==> src/rtl/lupp_pkg.sv <==
// ----------------------------------------------------------------------------
// lupp_pkg
// shared types and constants of the lu decomposition block
// ----------------------------------------------------------------------------
package lupp_pkg;

  localparam int DATA_W     = 32;
  localparam int IDX_W      = 3;
  localparam int SIZE_W     = 4;
  localparam int Q_FRAC     = 24;
  localparam int SIZE_RESET = 8;

  // register indexes of the configuration port
  localparam int REG_MATRIX_SIZE = 0;

  typedef enum logic [3:0] {
    OP_NONE,
    OP_LOAD,
    OP_PIV_INIT,
    OP_PIV_RD,
    OP_PIV_CMP,
    OP_SWAP,
    OP_M_RD,
    OP_DIV_GO,
    OP_M_WR,
    OP_U_RD,
    OP_MUL,
    OP_U_WR,
    OP_OUT_RD,
    OP_CLEAR
  } dp_op_t;

  typedef enum logic [3:0] {
    S_LOAD,
    S_PINIT,
    S_PRD,
    S_PCMP,
    S_SWAP,
    S_MRD,
    S_DIV,
    S_DWAIT,
    S_MWR,
    S_URD,
    S_UMUL,
    S_UWR,
    S_ORD,
    S_CLR
  } ctrl_state_t;

  typedef struct packed {
    dp_op_t           op;
    logic [IDX_W-1:0] k;
    logic [IDX_W-1:0] i;
    logic [IDX_W-1:0] j;
    logic             last;
  } cmd_t;

  typedef struct packed {
    logic div_busy;
  } stat_t;

endpackage

==> src/rtl/lupp_ctrl.sv <==
// ----------------------------------------------------------------------------
// lupp_ctrl
// sequencer for load, pivot search, elimination and emission
// ----------------------------------------------------------------------------
module lupp_ctrl
  import lupp_pkg::*;
(
  input  logic             clk,
  input  logic             rst,
  input  logic             start,
  input  logic             cfg_wr,
  input  logic [IDX_W-1:0] nm1,
  input  stat_t            stat,
  output logic             busy,
  output cmd_t             cmd
);

  ctrl_state_t      state, state_next;
  logic [IDX_W-1:0] k, i, j, lr, lc;
  logic [IDX_W-1:0] k_next, i_next, j_next, lr_next, lc_next;

  always_ff @(posedge clk) begin
    if (rst) begin
      state <= S_LOAD;
      k     <= '0;
      i     <= '0;
      j     <= '0;
      lr    <= '0;
      lc    <= '0;
    end else begin
      state <= state_next;
      k     <= k_next;
      i     <= i_next;
      j     <= j_next;
      lr    <= lr_next;
      lc    <= lc_next;
    end
  end

  always_comb begin
    state_next = state;
    k_next     = k;
    i_next     = i;
    j_next     = j;
    lr_next    = lr;
    lc_next    = lc;
    cmd.op     = OP_NONE;
    cmd.k      = k;
    cmd.i      = i;
    cmd.j      = j;
    cmd.last   = 1'b0;
    case (state)
      S_LOAD: begin
        cmd.i = lr;
        cmd.j = lc;
        if (start) begin
          cmd.op = OP_LOAD;
          if (lc == nm1) begin
            lc_next = '0;
            if (lr == nm1) begin
              lr_next    = '0;
              k_next     = '0;
              state_next = S_PINIT;
            end else begin
              lr_next = lr + 1'b1;
            end
          end else begin
            lc_next = lc + 1'b1;
          end
        end
      end
      S_PINIT: begin
        cmd.op     = OP_PIV_INIT;
        i_next     = k;
        state_next = S_PRD;
      end
      S_PRD: begin
        cmd.op     = OP_PIV_RD;
        state_next = S_PCMP;
      end
      S_PCMP: begin
        cmd.op = OP_PIV_CMP;
        if (i == nm1) begin
          state_next = S_SWAP;
        end else begin
          i_next     = i + 1'b1;
          state_next = S_PRD;
        end
      end
      S_SWAP: begin
        cmd.op = OP_SWAP;
        if (k == nm1) begin
          i_next     = '0;
          j_next     = '0;
          state_next = S_ORD;
        end else begin
          i_next     = k + 1'b1;
          state_next = S_MRD;
        end
      end
      S_MRD: begin
        cmd.op     = OP_M_RD;
        state_next = S_DIV;
      end
      S_DIV: begin
        cmd.op     = OP_DIV_GO;
        state_next = S_DWAIT;
      end
      S_DWAIT: begin
        if (!stat.div_busy) begin
          state_next = S_MWR;
        end
      end
      S_MWR: begin
        cmd.op     = OP_M_WR;
        j_next     = k + 1'b1;
        state_next = S_URD;
      end
      S_URD: begin
        cmd.op     = OP_U_RD;
        state_next = S_UMUL;
      end
      S_UMUL: begin
        cmd.op     = OP_MUL;
        state_next = S_UWR;
      end
      S_UWR: begin
        cmd.op = OP_U_WR;
        if (j == nm1) begin
          if (i == nm1) begin
            k_next     = k + 1'b1;
            state_next = S_PINIT;
          end else begin
            i_next     = i + 1'b1;
            state_next = S_MRD;
          end
        end else begin
          j_next     = j + 1'b1;
          state_next = S_URD;
        end
      end
      S_ORD: begin
        cmd.op   = OP_OUT_RD;
        cmd.last = (i == nm1) && (j == nm1);
        if (j == nm1) begin
          j_next = '0;
          if (i == nm1) begin
            state_next = S_CLR;
          end else begin
            i_next = i + 1'b1;
          end
        end else begin
          j_next = j + 1'b1;
        end
      end
      S_CLR: begin
        cmd.op     = OP_CLEAR;
        state_next = S_LOAD;
      end
      default: begin
        state_next = S_LOAD;
      end
    endcase
    // a size write restarts loading
    if (cfg_wr) begin
      lr_next = '0;
      lc_next = '0;
    end
  end

  assign busy = state != S_LOAD;

endmodule

==> config.mk <==
export PLATFORM = sky130hd
export DESIGN_NAME = lupp_ctrl
export DESIGN_NICKNAME = d
export VERILOG_FILES = /design/src/rtl/lupp_pkg.sv /design/src/rtl/lupp_ctrl.sv
export SDC_FILE = /design/constraint.sdc
export NUM_CORES = 1
export LEC_CHECK = 0
export BUFFER_PORTS_ARGS = -buffer_cell sky130_fd_sc_hd__clkbuf_2
export CAP_MARGIN = 10
export CORE_UTILIZATION = 52
export DETAILED_ROUTE_END_ITERATION = 6
export GPL_ROUTABILITY_DRIVEN = 0
export GPL_TIMING_DRIVEN = 0
export HOLD_SLACK_MARGIN = 0.08
export PLACE_DENSITY = 0.76
export SYNTH_ARGS = -nofsm -noshare
export SYNTH_HDL_FRONTEND = slang
export SYNTH_SLANG_ARGS = --single-unit
==> constraint.sdc <==
create_clock -name clk -period 1.8 [get_ports clk]
set_input_delay 0 -clock clk [delete_from_list [all_inputs] [get_ports clk]]
set_output_delay 0 -clock clk [all_outputs]
set_load 0.02 [all_outputs]
==> impl_metrics.env <==
export IMPL_totalWireLength_mm=5.11
export IMPL_holdPathStages=3
export IMPL_io_pins=23
export IMPL_finalHoldViolCount=0
export IMPL_row_count=20
export IMPL_start_kind="flip-flop"
export IMPL_start_util=0.543
export IMPL_syn2layout_area_growth_pct=30.6
export IMPL_holdPathEnd="state[1]"
export IMPL_dp_hpwl_mm=3.33
export IMPL_seq_power_share=0.542
export IMPL_yosysTopAreaCell="dfxtp_1"
export IMPL_synth_nets=230
export IMPL_synth_fa_ha_area_frac=0.0380
export IMPL_cp_arrival_ns=2.12
export IMPL_post_route_period_util=1.05
export IMPL_drc=0
export IMPL_antenna_found_initial=0
export IMPL_cts_max_level=1
export IMPL_synth_area_mm2=0.00165
export IMPL_ys_async_sr_fraction=0
export IMPL_final_core_util=0.710
export IMPL_power_switching_uw=232
export IMPL_clk_latency_ns=0.32
export IMPL_min_from="rst"
export IMPL_p_int_uw=551
export IMPL_grt_setup_unrepaired="true"
export IMPL_synth_compound_area_frac=0.249
export IMPL_vdd_drop_max_mv=0.389
export IMPL_p_leak_uw=0.000877
export IMPL_grt_max_degree=13
export IMPL_grt_total_usage=0.312
export IMPL_cts_sinks=19
export IMPL_drt_wirelength_per_cell_um=17.0
export IMPL_synth_top_flop_cell="dfxtp_1"
export IMPL_holdCritPathClass="in -> reg"
export IMPL_firstDrtPassIters=4
export IMPL_synth_xor_area_share=0.128
export IMPL_slew_viol_final=0
export IMPL_diodes=0
export IMPL_critPathCaptureType="flip-flop"
export IMPL_cts_buffers=3
export IMPL_root_buffer="clkbuf_4"
export IMPL_clkPwrFrac=0.306
export IMPL_grt_pass1_wl_mm=8.02
export IMPL_drive_above_1_share=0.336
export IMPL_synth_warnings=0
export IMPL_synth_top_family_by_area="simple AND/OR/NAND/NOR gates"
export IMPL_skew_ns=0.00611
export IMPL_ys_ff_latch=19
export IMPL_synthSimpleGateAreaFrac=0.266
export IMPL_max_stage_delay_ns=0.45
export IMPL_drt_initial_drc_count=126
export IMPL_cp_num_buf_inv=0
export IMPL_die_area_mm2=0.00339
export IMPL_layout_min_cycle_time_ns=1.90
export IMPL_final_nets=270
export IMPL_netlist_top_cells_area="dfxtp_1 (23%), nand2_1 (7.3%), xor2_1 (6.9%)"
export IMPL_pre_cts_ws_ns=-0.263
export IMPL_timing_hold_ws_ns=0.145
export IMPL_status="complete, but fails checks"
export IMPL_setup_viol=12
export IMPL_overflow=0
export IMPL_grt_pass1_vias=1695
export IMPL_vias_per_cell=6.16
export IMPL_slowest_stage="or4_4"
export IMPL_worstSetupPathType="reg -> reg"
export IMPL_worstMarginPinSlew_ns=0.703
export IMPL_synth_edf_count=0
export IMPL_chipHeight_um=58.3
export IMPL_synthCells=217
export IMPL_violations="setup timing"
export IMPL_worst_r2r_setup_slack_ns=-0.1
export IMPL_port_buffers=19
export IMPL_p_comb_frac=0.152
export IMPL_fin_ws_ns=-0.0964
export IMPL_vias=1849
export IMPL_clock_path_buffers=2
export IMPL_placed_area_mm2=0.00180
export IMPL_synth_area_per_cell_um2=7.58
export IMPL_crit_start="state[1]"
export IMPL_relSlewSlack=0.532
export IMPL_core_mm2=0.00303
export IMPL_yosysTopAreaCellShare=0.231
export IMPL_r2r_worst_path_cells=5
export IMPL_path_clk_slew_ns=0.12
export IMPL_synth_cell_types=58
export IMPL_final_common_cell="nand2_1"
export IMPL_postLayoutCellArea_mm2=0.00215
export IMPL_fin_total_pwr_uw=783
export IMPL_cp_max_fo=3
export IMPL_path_cells="or3b_4, or4_4, a2bb2oi_4, and2_4, mux2_4"
export IMPL_ant_nets=0
export IMPL_crit_required_ns=2.03
export IMPL_synthMuxAreaShare=0.0221
export IMPL_layout_common_cells="nand2_1 (30), clkbuf_2 (21), buf_4 (17)"
export IMPL_cp_top_family="simple AND/OR/NAND/NOR gates"
export IMPL_r2r_start="state[1]"
export IMPL_cap_violations=0
export IMPL_yosysSeqAreaShare=0.231
export IMPL_powerDensity_mw_per_mm2=365
export IMPL_r2r_end="i[2]"
export IMPL_p_sw_frac=0.297
export IMPL_cts_tree="done"
export IMPL_max_freq_mhz=527
export IMPL_dieWidth_um=58.3
==> per-layer routing <==
layer,global-route usage,vias up,share of wire
met3,0.0603,20,0.069
met1,0.401,874,0.43
met5,0,-,0
met4,0.122,0,0.031
met2,0.514,96,0.47
li1,-,859,-
==> cells by family (layout without fill, tap and decap cells) <==
| family | Yosys count | after routing |
|---|---|---|
| buf+inv | 25 | 64 |
| flops | 19 | 19 |
| simple gates | 84 | 84 |
| mux | 3 | 3 |
| xor+xnor | 24 | 24 |
| fa+ha+maj | 5 | 5 |
| compound gates | 57 | 57 |
==> power by group through the flow <==
stage	logic [uW]	registers, uW	clock network, uW
6_report	119	424	240
5_1_grt	127	425	266
4_1_cts	111	426	245
3_5_place_dp	94.0	436	0
3_3_place_gp	92.8	436	0
2_1_floorplan	68.2	435	0
==> registers in the layout (all words and copies together), names as in the netlist <==
register and flops:
i 3, j 3, lr 3, state 4, k 3, lc 3
==> layout make-up <==
cell class	count	area, um2
multi-input cells	173	1300
clock inverters	1	7.51
inverters	11	45.0
fillers	255	880
repair buffers	37	240
flip-flops and latches	19	397
clock buffers	3	22.5
plain buffers	12	78.8
well taps	44	55.1
==> worst reg2reg max path, stage by stage, from the launching register on <==
cell	delay, ns
dfxtp_2	0.35
or3b_4	0.40
or4_4	0.45
a2bb2oi_4	0.16
and2_4	0.16
mux2_4	0.29
==> timing repair <==
item,in CTS,in global routing
hold endpoints to repair,8,0
pin swaps,7,11
setup buffers,10,5
resized for setup,22,32
endpoints found under the setup margin,21,26
hold buffers,3,0
==> per-stage QoR <==
stage | TNS, ns | cells
3_5_place_dp | -1.49 | 280
6_report | -0.453 | 300
5_1_grt | -1.21 | 300
4_1_cts | -1.00 | 295
2_1_floorplan | -0.185 | 217
3_3_place_gp | -1.44 | 280
==> Yosys cell counts, types with 4 or more instances <==
| cell | n |
|---|---|
| nand3_1 | 6 |
| a21oi_1 | 13 |
| xnor2_1 | 11 |
| dfxtp_1 | 19 |
| nor2_1 | 15 |
| o21ai_0 | 8 |
| clkbuf_1 | 6 |
| ha_1 | 5 |
| nand2_1 | 32 |
| o31ai_1 | 5 |
| inv_1 | 11 |
| buf_2 | 5 |
| xor2_1 | 13 |
| nand4_1 | 4 |
==> worst max path at each step <==
stage	endpoint	slack, ns	cells after the start
floorplan	i[2]	-0.1	6
global placement	k[2]	-0.26	6
detailed placement	j[2]	-0.26	5
CTS	i[2]	-0.18	5
global route	cmd[1]	-0.13	7
finish	i[2]	-0.1	5
Note: power is estimated with default switching activity, not from simulation.
